--- src/hdl/assert_macros.svh ---
`ifndef ASSERT_MACROS_SVH
`define ASSERT_MACROS_SVH

// same-cycle implication, checked outside reset
`define ASSERT_IMPLY(name, ante, cons, msg) \
    name: assert property (@(posedge i_clk) disable iff (!i_rst_n) (ante) |-> (cons)) \
        else $error(msg);

// next-cycle implication, checked outside reset
`define ASSERT_NEXT(name, ante, cons, msg) \
    name: assert property (@(posedge i_clk) disable iff (!i_rst_n) (ante) |=> (cons)) \
        else $error(msg);

`endif

--- src/hdl/pcsp_pkg.sv ---
package pcsp_pkg;

    localparam logic [2:0] ST_PARSING     = 3'd0;
    localparam logic [2:0] ST_BAD_SIG     = 3'd1;
    localparam logic [2:0] ST_BAD_HEADER  = 3'd2;
    localparam logic [2:0] ST_UNSUPPORTED = 3'd3;
    localparam logic [2:0] ST_IEND        = 3'd4;

    typedef struct packed {
        logic       valid;
        logic [7:0] data_byte;
    } t_byte_req;

    typedef struct packed {
        logic        payload_valid;
        logic [7:0]  payload_byte;
        logic [2:0]  status;
        logic [31:0] image_width;
        logic [31:0] image_height;
        logic [7:0]  pixel_depth;
        logic [7:0]  color_mode;
        logic [7:0]  interlace_method;
        logic [31:0] gamma_value;
        logic        gamma_present;
        logic [7:0]  render_intent;
        logic        srgb_present;
    } t_result;

endpackage

--- src/hdl/pcsp_in_if.sv ---
interface pcsp_in_if;
    logic       valid;
    logic       ready;
    logic [7:0] data_byte;

    modport source (output valid, output data_byte, input ready);
    modport sink (input valid, input data_byte, output ready);
endinterface

--- src/hdl/pcsp_out_if.sv ---
interface pcsp_out_if;
    logic        valid;
    logic        ready;
    logic        payload_valid;
    logic [7:0]  payload_byte;
    logic [2:0]  status;
    logic [31:0] image_width;
    logic [31:0] image_height;
    logic [7:0]  pixel_depth;
    logic [7:0]  color_mode;
    logic [7:0]  interlace_method;
    logic [31:0] gamma_value;
    logic        gamma_present;
    logic [7:0]  render_intent;
    logic        srgb_present;

    modport source (
        output valid, input ready,
        output payload_valid, output payload_byte, output status,
        output image_width, output image_height, output pixel_depth,
        output color_mode, output interlace_method, output gamma_value,
        output gamma_present, output render_intent, output srgb_present
    );
    modport sink (
        input valid, output ready,
        input payload_valid, input payload_byte, input status,
        input image_width, input image_height, input pixel_depth,
        input color_mode, input interlace_method, input gamma_value,
        input gamma_present, input render_intent, input srgb_present
    );
endinterface

--- src/hdl/png_chunk_stream_parser.sv ---
// registers: a byte taken sits in the input register and its result is loaded into the result
//   register when the parser takes the byte, which waits while the result side stalls
// throughput: one byte per cycle while the result side does not stall; the parser updates its phase per byte
// reset: synchronous active-low i_rst_n clears the phase to signature check, all counters,
//   status and captured header, gamma and srgb fields to zero, and empties both registers
module png_chunk_stream_parser (
    input  logic        i_clk,
    input  logic        i_rst_n,
    pcsp_in_if.sink     i_in,
    pcsp_out_if.source  o_out
);

    pcsp_pkg::t_byte_req req;
    pcsp_pkg::t_result   res;
    logic                take;
    logic                out_valid;

    pcsp_in_stage u_in_stage (
        .i_clk   (i_clk),
        .i_rst_n (i_rst_n),
        .i_in    (i_in),
        .i_take  (take),
        .o_req   (req)
    );

    pcsp_parser u_parser (
        .i_clk       (i_clk),
        .i_rst_n     (i_rst_n),
        .i_req       (req),
        .o_take      (take),
        .i_out_ready (o_out.ready),
        .o_out_valid (out_valid),
        .o_res       (res)
    );

    assign o_out.valid            = out_valid;
    assign o_out.payload_valid    = res.payload_valid;
    assign o_out.payload_byte     = res.payload_byte;
    assign o_out.status           = res.status;
    assign o_out.image_width      = res.image_width;
    assign o_out.image_height     = res.image_height;
    assign o_out.pixel_depth      = res.pixel_depth;
    assign o_out.color_mode       = res.color_mode;
    assign o_out.interlace_method = res.interlace_method;
    assign o_out.gamma_value      = res.gamma_value;
    assign o_out.gamma_present    = res.gamma_present;
    assign o_out.render_intent    = res.render_intent;
    assign o_out.srgb_present     = res.srgb_present;

endmodule

--- src/hdl/pcsp_in_stage.sv ---
`include "assert_macros.svh"

module pcsp_in_stage (
    input  logic                i_clk,
    input  logic                i_rst_n,
    pcsp_in_if.sink             i_in,
    input  logic                i_take,
    output pcsp_pkg::t_byte_req o_req
);

    logic       r_valid;
    logic [7:0] r_byte;

    // slot frees up in the same cycle the parser takes the held byte
    assign i_in.ready = !r_valid || i_take;

    always_ff @(posedge i_clk) begin
        if (!i_rst_n) begin
            r_valid <= 1'b0;
        end else if (i_in.valid && i_in.ready) begin
            r_valid <= 1'b1;
        end else if (i_take) begin
            r_valid <= 1'b0;
        end
    end

    always_ff @(posedge i_clk) begin
        if (i_in.valid && i_in.ready) begin
            r_byte <= i_in.data_byte;
        end
    end

    assign o_req.valid     = r_valid;
    assign o_req.data_byte = r_byte;

    `ASSERT_NEXT(a_held_byte_kept, r_valid && !i_take, r_valid && r_byte == $past(r_byte), "held byte lost before parser took it")

endmodule

--- src/hdl/pcsp_parser.sv ---
`include "assert_macros.svh"

module pcsp_parser (
    input  logic                i_clk,
    input  logic                i_rst_n,
    input  pcsp_pkg::t_byte_req i_req,
    output logic                o_take,
    input  logic                i_out_ready,
    output logic                o_out_valid,
    output pcsp_pkg::t_result   o_res
);

    typedef enum logic [3:0] {
        PH_SIG   = 4'd0,
        PH_HDR   = 4'd1,
        PH_CLEN  = 4'd2,
        PH_CTYPE = 4'd3,
        PH_IDAT  = 4'd4,
        PH_GAMA  = 4'd5,
        PH_SRGB  = 4'd6,
        PH_SKIP  = 4'd7,
        PH_CRC   = 4'd8,
        PH_DONE  = 4'd9
    } t_phase;

    localparam logic [31:0] TYPE_IHDR = 32'h4948_4452;
    localparam logic [31:0] TYPE_IEND = 32'h4945_4E44;
    localparam logic [31:0] TYPE_IDAT = 32'h4944_4154;
    localparam logic [31:0] TYPE_GAMA = 32'h6741_4D41;
    localparam logic [31:0] TYPE_SRGB = 32'h7352_4742;
    localparam logic [31:0] IHDR_LEN  = 32'd13;
    localparam logic [7:0]  NEEDED_DEPTH = 8'd8;
    localparam logic [7:0]  RGB_COLOR    = 8'd2;
    localparam logic [7:0]  RGBA_COLOR   = 8'd6;

    // byte positions inside the ihdr chunk, counted from its length field
    localparam logic [31:0] HI_LEN    = 32'd3;
    localparam logic [31:0] HI_TYPE   = 32'd7;
    localparam logic [31:0] HI_WIDTH  = 32'd11;
    localparam logic [31:0] HI_HEIGHT = 32'd15;
    localparam logic [31:0] HI_DEPTH  = 32'd16;
    localparam logic [31:0] HI_COLOR  = 32'd17;
    localparam logic [31:0] HI_COMP   = 32'd18;
    localparam logic [31:0] HI_FILTER = 32'd19;
    localparam logic [31:0] HI_ILACE  = 32'd20;
    localparam logic [31:0] HI_LAST   = 32'd24;
    localparam logic [31:0] LAST_SIG  = 32'd7;
    localparam logic [31:0] LAST_WORD = 32'd3;

    function automatic logic [7:0] sig_byte(input logic [2:0] idx);
        logic [7:0] v;
        unique case (idx)
            3'd0: v = 8'h89;
            3'd1: v = 8'h50;
            3'd2: v = 8'h4E;
            3'd3: v = 8'h47;
            3'd4: v = 8'h0D;
            3'd5: v = 8'h0A;
            3'd6: v = 8'h1A;
            3'd7: v = 8'h0A;
            default: v = 8'h00;
        endcase
        return v;
    endfunction

    t_phase            r_phase, n_phase;
    logic [31:0]       r_byte_count, n_byte_count;
    logic [31:0]       r_chunk_length, n_chunk_length;
    logic [31:0]       r_chunk_type, n_chunk_type;
    logic [31:0]       r_field_shift, n_field_shift;
    logic [2:0]        r_status, n_status;
    logic [31:0]       r_width, n_width;
    logic [31:0]       r_height, n_height;
    logic [7:0]        r_depth, n_depth;
    logic [7:0]        r_color, n_color;
    logic [7:0]        r_interlace, n_interlace;
    logic [31:0]       r_gamma, n_gamma;
    logic              r_gamma_flag, n_gamma_flag;
    logic [7:0]        r_intent, n_intent;
    logic              r_intent_flag, n_intent_flag;
    logic              r_out_valid;
    pcsp_pkg::t_result r_res, n_res;

    logic [7:0]  b;
    logic [31:0] count_inc;
    logic        payload_last;
    logic        pvalid;
    t_phase      body_phase;

    assign o_take = i_req.valid && (!r_out_valid || i_out_ready);

    always_comb begin
        n_phase        = r_phase;
        n_byte_count   = r_byte_count;
        n_chunk_length = r_chunk_length;
        n_chunk_type   = r_chunk_type;
        n_field_shift  = r_field_shift;
        n_status       = r_status;
        n_width        = r_width;
        n_height       = r_height;
        n_depth        = r_depth;
        n_color        = r_color;
        n_interlace    = r_interlace;
        n_gamma        = r_gamma;
        n_gamma_flag   = r_gamma_flag;
        n_intent       = r_intent;
        n_intent_flag  = r_intent_flag;
        pvalid         = 1'b0;
        body_phase     = PH_SKIP;

        b            = i_req.data_byte;
        count_inc    = r_byte_count + 32'd1;
        payload_last = (count_inc == r_chunk_length);

        if (r_phase != PH_DONE) begin
            n_field_shift = {r_field_shift[23:0], b};
        end

        unique case (r_phase)
            PH_SIG: begin
                if (b != sig_byte(r_byte_count[2:0])) begin
                    n_status = pcsp_pkg::ST_BAD_SIG;
                    n_phase  = PH_DONE;
                end else if (r_byte_count >= LAST_SIG) begin
                    n_phase      = PH_HDR;
                    n_byte_count = '0;
                end else begin
                    n_byte_count = count_inc;
                end
            end
            PH_HDR: begin
                n_byte_count = count_inc;
                priority if (r_byte_count == HI_LEN) begin
                    if (n_field_shift != IHDR_LEN) begin
                        n_status     = pcsp_pkg::ST_BAD_HEADER;
                        n_phase      = PH_DONE;
                        n_byte_count = r_byte_count;
                    end
                end else if (r_byte_count == HI_TYPE) begin
                    if (n_field_shift != TYPE_IHDR) begin
                        n_status     = pcsp_pkg::ST_BAD_HEADER;
                        n_phase      = PH_DONE;
                        n_byte_count = r_byte_count;
                    end
                end else if (r_byte_count == HI_WIDTH) begin
                    n_width = n_field_shift;
                end else if (r_byte_count == HI_HEIGHT) begin
                    n_height = n_field_shift;
                end else if (r_byte_count == HI_DEPTH) begin
                    n_depth = b;
                end else if (r_byte_count == HI_COLOR) begin
                    n_color = b;
                end else if (r_byte_count == HI_COMP || r_byte_count == HI_FILTER) begin
                    if (b != 8'd0) begin
                        n_status     = pcsp_pkg::ST_BAD_HEADER;
                        n_phase      = PH_DONE;
                        n_byte_count = r_byte_count;
                    end
                end else if (r_byte_count == HI_ILACE) begin
                    n_interlace = b;
                    if (r_depth != NEEDED_DEPTH ||
                        (r_color != RGB_COLOR && r_color != RGBA_COLOR)) begin
                        n_status     = pcsp_pkg::ST_UNSUPPORTED;
                        n_phase      = PH_DONE;
                        n_byte_count = r_byte_count;
                    end
                end else if (r_byte_count == HI_LAST) begin
                    n_phase      = PH_CLEN;
                    n_byte_count = '0;
                end else begin
                    n_byte_count = count_inc;
                end
            end
            PH_CLEN: begin
                if (r_byte_count >= LAST_WORD) begin
                    n_chunk_length = n_field_shift;
                    n_phase        = PH_CTYPE;
                    n_byte_count   = '0;
                end else begin
                    n_byte_count = count_inc;
                end
            end
            PH_CTYPE: begin
                if (r_byte_count >= LAST_WORD) begin
                    n_chunk_type = n_field_shift;
                    priority if (n_field_shift == TYPE_IDAT) begin
                        body_phase = PH_IDAT;
                    end else if (n_field_shift == TYPE_GAMA) begin
                        body_phase = PH_GAMA;
                    end else if (n_field_shift == TYPE_SRGB) begin
                        body_phase = PH_SRGB;
                    end else begin
                        body_phase = PH_SKIP;
                    end
                    if (n_field_shift == TYPE_IEND) begin
                        // iend stops the walk without reading its body or crc
                        n_status = pcsp_pkg::ST_IEND;
                        n_phase  = PH_DONE;
                    end else begin
                        n_phase      = (r_chunk_length == 32'd0) ? PH_CRC : body_phase;
                        n_byte_count = '0;
                    end
                end else begin
                    n_byte_count = count_inc;
                end
            end
            PH_IDAT, PH_GAMA, PH_SRGB, PH_SKIP: begin
                if (r_phase == PH_IDAT) begin
                    pvalid = 1'b1;
                end
                if (r_phase == PH_GAMA && r_byte_count == LAST_WORD) begin
                    n_gamma      = n_field_shift;
                    n_gamma_flag = 1'b1;
                end
                if (r_phase == PH_SRGB && r_byte_count == 32'd0) begin
                    n_intent      = b;
                    n_intent_flag = 1'b1;
                end
                if (payload_last) begin
                    n_phase      = PH_CRC;
                    n_byte_count = '0;
                end else begin
                    n_byte_count = count_inc;
                end
            end
            PH_CRC: begin
                if (r_byte_count >= LAST_WORD) begin
                    n_phase      = PH_CLEN;
                    n_byte_count = '0;
                end else begin
                    n_byte_count = count_inc;
                end
            end
            default: begin
                n_phase = PH_DONE;
            end
        endcase

        n_res.payload_valid    = pvalid;
        n_res.payload_byte     = pvalid ? b : 8'd0;
        n_res.status           = n_status;
        n_res.image_width      = n_width;
        n_res.image_height     = n_height;
        n_res.pixel_depth      = n_depth;
        n_res.color_mode       = n_color;
        n_res.interlace_method = n_interlace;
        n_res.gamma_value      = n_gamma;
        n_res.gamma_present    = n_gamma_flag;
        n_res.render_intent    = n_intent;
        n_res.srgb_present     = n_intent_flag;
    end

    always_ff @(posedge i_clk) begin
        if (!i_rst_n) begin
            r_phase        <= PH_SIG;
            r_byte_count   <= '0;
            r_chunk_length <= '0;
            r_chunk_type   <= '0;
            r_field_shift  <= '0;
            r_status       <= pcsp_pkg::ST_PARSING;
            r_width        <= '0;
            r_height       <= '0;
            r_depth        <= '0;
            r_color        <= '0;
            r_interlace    <= '0;
            r_gamma        <= '0;
            r_gamma_flag   <= 1'b0;
            r_intent       <= '0;
            r_intent_flag  <= 1'b0;
            r_out_valid    <= 1'b0;
        end else if (o_take) begin
            r_phase        <= n_phase;
            r_byte_count   <= n_byte_count;
            r_chunk_length <= n_chunk_length;
            r_chunk_type   <= n_chunk_type;
            r_field_shift  <= n_field_shift;
            r_status       <= n_status;
            r_width        <= n_width;
            r_height       <= n_height;
            r_depth        <= n_depth;
            r_color        <= n_color;
            r_interlace    <= n_interlace;
            r_gamma        <= n_gamma;
            r_gamma_flag   <= n_gamma_flag;
            r_intent       <= n_intent;
            r_intent_flag  <= n_intent_flag;
            r_out_valid    <= 1'b1;
        end else if (i_out_ready) begin
            r_out_valid <= 1'b0;
        end
    end

    always_ff @(posedge i_clk) begin
        if (o_take) begin
            r_res <= n_res;
        end
    end

    assign o_out_valid = r_out_valid;
    assign o_res       = r_res;

    `ASSERT_IMPLY(a_done_iff_status, 1'b1, (r_phase == PH_DONE) == (r_status != pcsp_pkg::ST_PARSING), "done phase and status disagree")
    `ASSERT_NEXT(a_status_sticky, r_status != pcsp_pkg::ST_PARSING, r_status == $past(r_status), "error or end status changed")
    `ASSERT_IMPLY(a_body_in_range, r_phase == PH_IDAT || r_phase == PH_GAMA || r_phase == PH_SRGB || r_phase == PH_SKIP, r_byte_count < r_chunk_length, "chunk body count ran past its length")
    `ASSERT_IMPLY(a_payload_only_parsing, r_out_valid && r_res.payload_valid, r_res.status == pcsp_pkg::ST_PARSING && r_chunk_type == TYPE_IDAT, "payload byte outside an idat chunk")

endmodule

--- src/flat_wrapper.sv ---
// flat-port wrapper written by rule: the top's interface ports become plain ports
module png_chunk_stream_parser_flat 
  (i_clk, i_rst_n, i_in_valid, i_in_data_byte, i_in_ready, o_out_valid, o_out_ready, o_out_payload_valid, o_out_payload_byte, o_out_status, o_out_image_width, o_out_image_height, o_out_pixel_depth, o_out_color_mode, o_out_interlace_method, o_out_gamma_value, o_out_gamma_present, o_out_render_intent, o_out_srgb_present);
  pcsp_in_if i_in_i ();
  pcsp_out_if o_out_i ();
  input  logic i_clk;
  input  logic i_rst_n;
  input wire logic [$bits(i_in_i.valid)-1:0] i_in_valid;
  input wire logic [$bits(i_in_i.data_byte)-1:0] i_in_data_byte;
  output wire logic [$bits(i_in_i.ready)-1:0] i_in_ready;
  output wire logic [$bits(o_out_i.valid)-1:0] o_out_valid;
  input wire logic [$bits(o_out_i.ready)-1:0] o_out_ready;
  output wire logic [$bits(o_out_i.payload_valid)-1:0] o_out_payload_valid;
  output wire logic [$bits(o_out_i.payload_byte)-1:0] o_out_payload_byte;
  output wire logic [$bits(o_out_i.status)-1:0] o_out_status;
  output wire logic [$bits(o_out_i.image_width)-1:0] o_out_image_width;
  output wire logic [$bits(o_out_i.image_height)-1:0] o_out_image_height;
  output wire logic [$bits(o_out_i.pixel_depth)-1:0] o_out_pixel_depth;
  output wire logic [$bits(o_out_i.color_mode)-1:0] o_out_color_mode;
  output wire logic [$bits(o_out_i.interlace_method)-1:0] o_out_interlace_method;
  output wire logic [$bits(o_out_i.gamma_value)-1:0] o_out_gamma_value;
  output wire logic [$bits(o_out_i.gamma_present)-1:0] o_out_gamma_present;
  output wire logic [$bits(o_out_i.render_intent)-1:0] o_out_render_intent;
  output wire logic [$bits(o_out_i.srgb_present)-1:0] o_out_srgb_present;
  assign i_in_i.valid = i_in_valid;
  assign i_in_i.data_byte = i_in_data_byte;
  assign i_in_ready = i_in_i.ready;
  assign o_out_valid = o_out_i.valid;
  assign o_out_i.ready = o_out_ready;
  assign o_out_payload_valid = o_out_i.payload_valid;
  assign o_out_payload_byte = o_out_i.payload_byte;
  assign o_out_status = o_out_i.status;
  assign o_out_image_width = o_out_i.image_width;
  assign o_out_image_height = o_out_i.image_height;
  assign o_out_pixel_depth = o_out_i.pixel_depth;
  assign o_out_color_mode = o_out_i.color_mode;
  assign o_out_interlace_method = o_out_i.interlace_method;
  assign o_out_gamma_value = o_out_i.gamma_value;
  assign o_out_gamma_present = o_out_i.gamma_present;
  assign o_out_render_intent = o_out_i.render_intent;
  assign o_out_srgb_present = o_out_i.srgb_present;
  png_chunk_stream_parser u_core (.i_clk(i_clk), .i_rst_n(i_rst_n), .i_in(i_in_i), .o_out(o_out_i));
endmodule
--- config.mk ---
export PLATFORM = sky130hd
export DESIGN_NAME = png_chunk_stream_parser_flat
export DESIGN_NICKNAME = d
export VERILOG_FILES = /design/src/hdl/pcsp_pkg.sv /design/src/hdl/pcsp_in_if.sv /design/src/hdl/pcsp_out_if.sv /design/src/hdl/png_chunk_stream_parser.sv /design/src/hdl/pcsp_in_stage.sv /design/src/hdl/pcsp_parser.sv /design/src/flat_wrapper.sv
export VERILOG_INCLUDE_DIRS = /design/src /design/src/hdl
export SDC_FILE = /design/constraint.sdc
export NUM_CORES = 1
export LEC_CHECK = 0
export ABC_AREA = 0
export BUFFER_PORTS_ARGS = -buffer_cell sky130_fd_sc_hd__buf_2
export CORE_MARGIN = 3
export CORE_UTILIZATION = 30
export DETAILED_ROUTE_END_ITERATION = 10
export PLACE_DENSITY_LB_ADDON = 0.12
export SLEW_MARGIN = 40
export SYNTH_ARGS = -nofsm -noshare
export SYNTH_HDL_FRONTEND = slang
export SYNTH_SLANG_ARGS = --single-unit
--- constraint.sdc ---
create_clock -name i_clk -period 5.5 [get_ports i_clk]
set_clock_uncertainty 0.1 [all_clocks]
set_input_delay 0.275 -clock i_clk [delete_from_list [all_inputs] [get_ports i_clk]]
set_output_delay 0.275 -clock i_clk [all_outputs]
set_load 0.01 [all_outputs]
==> Word-level counts from Yosys, hierarchy flattened <==
Memory sizes are Yosys's and may differ from the RTL's. A register that Yosys moved wholly into a read port is not among the register bits.
Cells that the tools add are included.
{ "classes": {"add_sub_neg": 1, "magnitude_cmp": 2, "eq_ne": 50, "mux": 110, "n_reduce_logical": 23} }
{ "ops": {"columns": ["op", "n"], "rows": [
  ["2-to-1 mux 32 bit", 31],
  ["2-to-1 mux 8 bit", 25],
  ["equality test 32 x 5 -> 1 bit, second input constant", 6],
  ["one-hot mux 32 bit (5 select lines)", 1],
  ["equality test 32 x 31 -> 1 bit, second input constant", 4],
  ["2-to-1 mux 4 bit", 21],
  ["equality test 32 x 4 -> 1 bit, second input constant", 2],
  ["zero test 32 bit", 2],
  ["2-to-1 mux 3 bit", 17],
  ["adder 32 x 1 -> 32 bit, second input constant", 1],
  ["equality test 32 x 2 -> 1 bit, second input constant", 1],
  ["equality test 32 x 3 -> 1 bit, second input constant", 1],
  ["equality test 32 bit", 1],
  ["greater-or-equal comparator 32 x 2 -> 1 bit, second input constant", 1],
  ["greater-or-equal comparator 32 x 3 -> 1 bit, second input constant", 1],
  ["!= test 32 x 31 -> 1 bit, second input constant", 1],
  ["!= test 32 x 4 -> 1 bit, second input constant", 1],
  ["!= test 4 bit, second input constant", 7],
  ["one-hot mux 4 bit (6 select lines)", 1],
  ["equality test 4 x 3 -> 1 bit, second input constant", 4],
  ["AND reduction 15 bit", 1],
  ["!= test 3 bit, second input constant", 4],
  ["!= test 6 bit, second input constant", 2],
  ["2-to-1 mux 1 bit", 11],
  ["other kinds (24)", 39]
]} }
{ "word_totals": {"reg_bits": 385, "mem_bits_ro": 56, "inputBits": 12, "out_inout_bits": 144, "wordCells": 216, "mem_count": 1} }
{ "mem_list": {"columns": ["name", "words", "word_bits", "rd", "rd_clocked_by_memory_dff", "write_ports", "line", "source"], "rows": [
  ["(name not given)", 8, 7, 1, 1, 0, "pcsp_parser.sv:52", "unique case (idx)"]
]} }

==> Depth between registers and ports, before layout <==
{ "depth": {"word_depth": 15, "depth_mapped": 16} }

==> Cells and area by module <==
From an unflattened synthesis, not the netlist that was laid out.
{ "hier_totals": {"cells_unflattened": 1867, "hier_area_um2": 17820.8} }
{ "by_module_without_submodules": {"columns": ["module", "instances", "cells_each", "area_each_um2"], "rows": [
  ["pcsp_parser", 1, 1853, 17515.5],
  ["pcsp_in_stage", 1, 14, 305.3]
]} }

==> Worst setup path before layout <==
OpenSTA, ideal clock, no wires.
{ "synth_timing": {"kind": "register to register", "from": "reg u_core.u_parser.r_out_valid, in the netlist u_core.u_parser.o_out_valid", "to": "reg u_core.u_parser.r_res (netlist bit u_core.u_parser.o_res[0]), enable pin", "setup_ns": 0.562, "arrival_time_ns": 5.321, "required_ns": 4.838, "setup_slack_ns": -0.483, "path_stages_with_launch": 7, "path_buffers": 3, "path_cell_list": "dfxtp_1 nor2b_1 nand2b_1 inv_1 clkbuf_1 clkbuf_1 clkbuf_1"} }
{ "synth_between": {"elab_chain_len": 3} }
{ "synth_lines": {"columns": ["item", "line", "source"], "rows": [
  ["start, declared", "pcsp_parser.sv:81", "logic r_out_valid;"],
  ["start signal, assigned", "pcsp_parser.sv:270", "r_out_valid <= 1'b0;"],
  ["start signal, assigned", "pcsp_parser.sv:287", "r_out_valid <= 1'b1;"],
  ["start signal, assigned", "pcsp_parser.sv:289", "r_out_valid <= 1'b0;"],
  ["zero test 1 bit", "pcsp_parser.sv:90", "assign o_take = i_req.valid && (!r_out_valid || i_out_ready);"],
  ["logical OR 1 bit", "pcsp_parser.sv:90", null],
  ["logical AND 1 bit", "pcsp_parser.sv:90", null],
  ["via u_core.take", "png_chunk_stream_parser.sv:15", "logic take;"],
  ["end signal, assigned", "pcsp_parser.sv:295", "r_res <= n_res;"],
  ["end, declared", "pcsp_parser.sv:82", "pcsp_pkg::t_result r_res, n_res;"]
]} }
The timed path passes the listed nets, and every way through them passes these cells.
A chain may end at the register's enable or synchronous reset.

==> key figures <==
Pwr
  – Switching Fraction: 0.249
  – Cell Pwr Density: 320 nW/um2
  – Combinational share of power: 0.075
  – Share of power burned in registers: 0.465
  – Leakage power: 7.62 nW
  – Internal power: 5.09 mW
  – Clock Power Share: 0.460
  – Worst VDD drop: 0.000205 V
  – P_sw: 1.69 mW

Timing
  – Fmax: 205 MHz
  – Rel. slew slack: 0.422
  – Period utilisation layout: 0.887
  – Final hold viol count: 0
  – Final worst slack: 0.621 ns
  – Final worst path period need: 4.88 ns
  – Setup violators final: 0
  – Setup TNS: 0 ns
  – RSZ-0062 raised after global routing: false
  – Hold Slack: 0.312 ns
  – Slew Viols, Final: 0
  – Worst Tran Pin Value: 0.867 ns

Clock tree
  – Clock Sink Count: 392
  – Post-CTS Hold Fix Bufs: 12
  – CTS tree: done
  – Cells resized by post-CTS repair: 0
  – Reg clk slew, reported paths: 0.06 ns
  – CTS root buf: clkbuf_16
  – Clock latency on the worst-skew pair: 0.59 ns
  – Post-CTS setup buffers: 0
  – TritonCTS buffer count: 47
  – H-tree depth: 2
  – Clock buffer depth: 3

Worst setup path
  – Critical path arrival: 5.23 ns
  – Worst path depth: 11
  – Cells on worst reg2reg path: 11
  – Bufs and invs on worst path: 1
  – Slowest stage delay, CP: 0.74 ns
  – Delay-heaviest family, CP: simple AND/OR/NAND/NOR gates
  – Crit. End Element: register
  – Startpoint Class: register
  – R2R Path Start: u_core.u_parser.r_byte_count[3]
  – CP max-delay cell: or4_1
  – WS Path Type: register to register
  – Reg2Reg Setup Slack: 0.62 ns
  – Crit path max fanout: 30
  – Most used cell, CP: or4_1
  – Critical Path Start: u_core.u_parser.r_byte_count[3]
  – Crit-path cells: nand4_4, or4_1, or4_1, a2bb2o_1, or4_1, or4_4, o22ai_4, or2b_2, buf_4, o2bb2ai_1, or3b_1
  – Critical Path RT: 5.85 ns

Global routing
  – Vias in the first global route: 13500
  – Initial antenna violation count: 0
  – GRT Total Usage: 0.179
  – GR Overflow Total: 0
  – First-pass GRT wire length: 86.8 mm
  – Largest net degree at the start of global routing: 141

Placed design
  – GP Congestion: 0.846
  – Hpwl dp: 37.6 mm
  – Placement Setup Slack: 0.528 ns
  – Input/output buffers: 155

Outcome
  – Status: complete, no violations

Layout
  – P&R area growth vs syn: 19.1%
  – Most common cell after layout, fill and taps aside: nand2_1
  – Antenna Cells: 0
  – Share of cells above drive strength 1: 0.177
  – Most frequent cells in the layout: nand2_1, dfxtp_1, nor2_1
  – Nets@finish: 2019

Floorplanning
  – Die area: 62200 um2
  – I/O Pins: 156
  – Die height: 249 um
  – # rows: 88
  – Area of the core: 58100 um2
  – Starting Density: 0.305
  – Die width: 249 um

Synthesis
  – Ys async rst share: 0
  – Syn Nets: 1886
  – Syn_area_per_cell: 9.52 um2
  – Dominant cells by area after synthesis: dfxtp_1, edfxtp_1, nand2_1
  – Post-synth EDFFs: 150
  – Synth top area share: 0.273
  – Sequential area share after synthesis: 0.526
  – Top FF cell, synth: dfxtp_1
  – Register bit count reported by yosys: 392
  – Area leader, netlist: dfxtp_1
  – Yosys cell types: 75
  – Cell count after synthesis: 1865
  – Yosys warning count: 0
  – Mapped Area: 17800 um2

Route
  – DR DRC count: 0
  – DRT Wirelength: 57.4 mm
  – Vias: 14300
  – WL/cell: 20.5 um
  – Vias per cell: 5.09
  – Post-DRT Antenna Nets: 0
  – Detailed-router iteration count before antenna repair: 5
  – DRT iter0 DRCs: 877

Hold path
  – Worst hold-check path type: input pin to register

Run
  – # Max-Cap Violations: 0
power groups by stage:
stage | Clock, mW | Sequential, mW | Combinational, mW
3_3_place_gp | 0 | 3.21 | 0.508
3_5_place_dp | 0 | 3.21 | 0.510
2_1_floorplan | 0 | 3.21 | 0.275
4_1_cts | 3.22 | 3.15 | 0.519
5_1_grt | 3.33 | 3.15 | 0.553
6_report | 3.12 | 3.15 | 0.508
final cells by class:
class / count / area [um2]
clock buffers: 63 / 1280
clock inverters: 25 / 270
fillers: 5919 / 37000
inverters: 14 / 65.1
multi-input cells: 1318 / 7890
flip-flops and latches: 392 / 9350
well taps: 765 / 957
repair buffers: 225 / 1360
cell usage after synthesis, drive strengths merged, types with 18 or more instances:
cell type,n
clkbuf,119
nand2,268
nand3,24
dfxtp,242
or4,23
xnor2,26
mux2,37
or3,18
nor3,53
a21oi,100
edfxtp,150
a211oi,70
buf,22
xor2,27
o21ai,135
nor4,31
nand4,29
nor2,208
mux2i,100
cell families (layout without fill, tap and decap cells):
kind of cell,count (synthesis),count (layout),synth area share
AOI/OAI and AO/OA,364,364,0.123
xor gates and xnor gates,53,53,0.0261
adders and majority gates,9,9,0.00634
buffers and inverters,155,327,0.0345
DFF,392,392,0.526
muxes,137,137,0.0800
and+or+nand+nor,755,755,0.204
metal layers:
metal	vias up	global-route usage	wire [um]
met5	-	0	0
met4	0	0.0476	1290
met3	62	0.0410	3360
met2	309	0.294	27400
met1	6929	0.238	25400
li1	6965	-	-
registers in the layout (all words and copies together), names as in the netlist, named ones only:
| signal | count |
|---|---|
| u_core.u_parser.r_color | 8 |
| u_core.u_parser.r_interlace | 8 |
| u_core.u_in_stage.r_byte | 8 |
| u_core.u_parser.r_phase | 4 |
| u_core.u_parser.r_depth | 8 |
| u_core.u_parser.r_intent_flag | 1 |
| u_core.u_parser.r_intent | 8 |
| u_core.u_parser.r_gamma_flag | 1 |
| u_core.u_parser.r_field_shift | 32 |
| u_core.u_in_stage.r_valid | 1 |
| u_core.u_parser.r_height | 32 |
| u_core.u_parser.r_chunk_length | 32 |
| u_core.u_parser.r_status | 3 |
| u_core.u_parser.r_width | 32 |
| u_core.u_parser.r_byte_count | 32 |
| u_core.u_parser.r_gamma | 32 |
| u_core.u_parser.o_res | 142 |
| u_core.u_parser.o_out_valid | 1 |
through the flow:
step	cells	cell area, um2	total power, mW	util
2_1_floorplan	1865	17800	3.48	-
3_3_place_gp	2702	19400	3.72	0.335
3_5_place_dp	2702	19500	3.72	0.335
4_1_cts	2802	21200	6.88	0.364
5_1_grt	2802	21200	7.03	0.364
6_report	2802	21200	6.77	0.364
how the worst min path moves through the flow:
stage / start / endpoint / slack (ns) / cells after the start
global placement: u_core.u_parser.r_intent_flag / u_core.u_parser.r_intent_flag / 0.34 / 2
detailed placement: u_core.u_parser.r_gamma[28] / u_core.u_parser.r_gamma[28] / 0.35 / 2
CTS: i_in_data_byte[7] / u_core.u_in_stage.r_byte[7] / 0.27 / 2
floorplan: i_in_data_byte[0] / u_core.u_in_stage.r_byte[0] / 0.27 / 0
finish: i_in_data_byte[7] / u_core.u_in_stage.r_byte[7] / 0.31 / 2
global route: i_in_data_byte[5] / u_core.u_in_stage.r_byte[5] / 0.29 / 2
No activity file was read; power rests on OpenSTA's default activity.
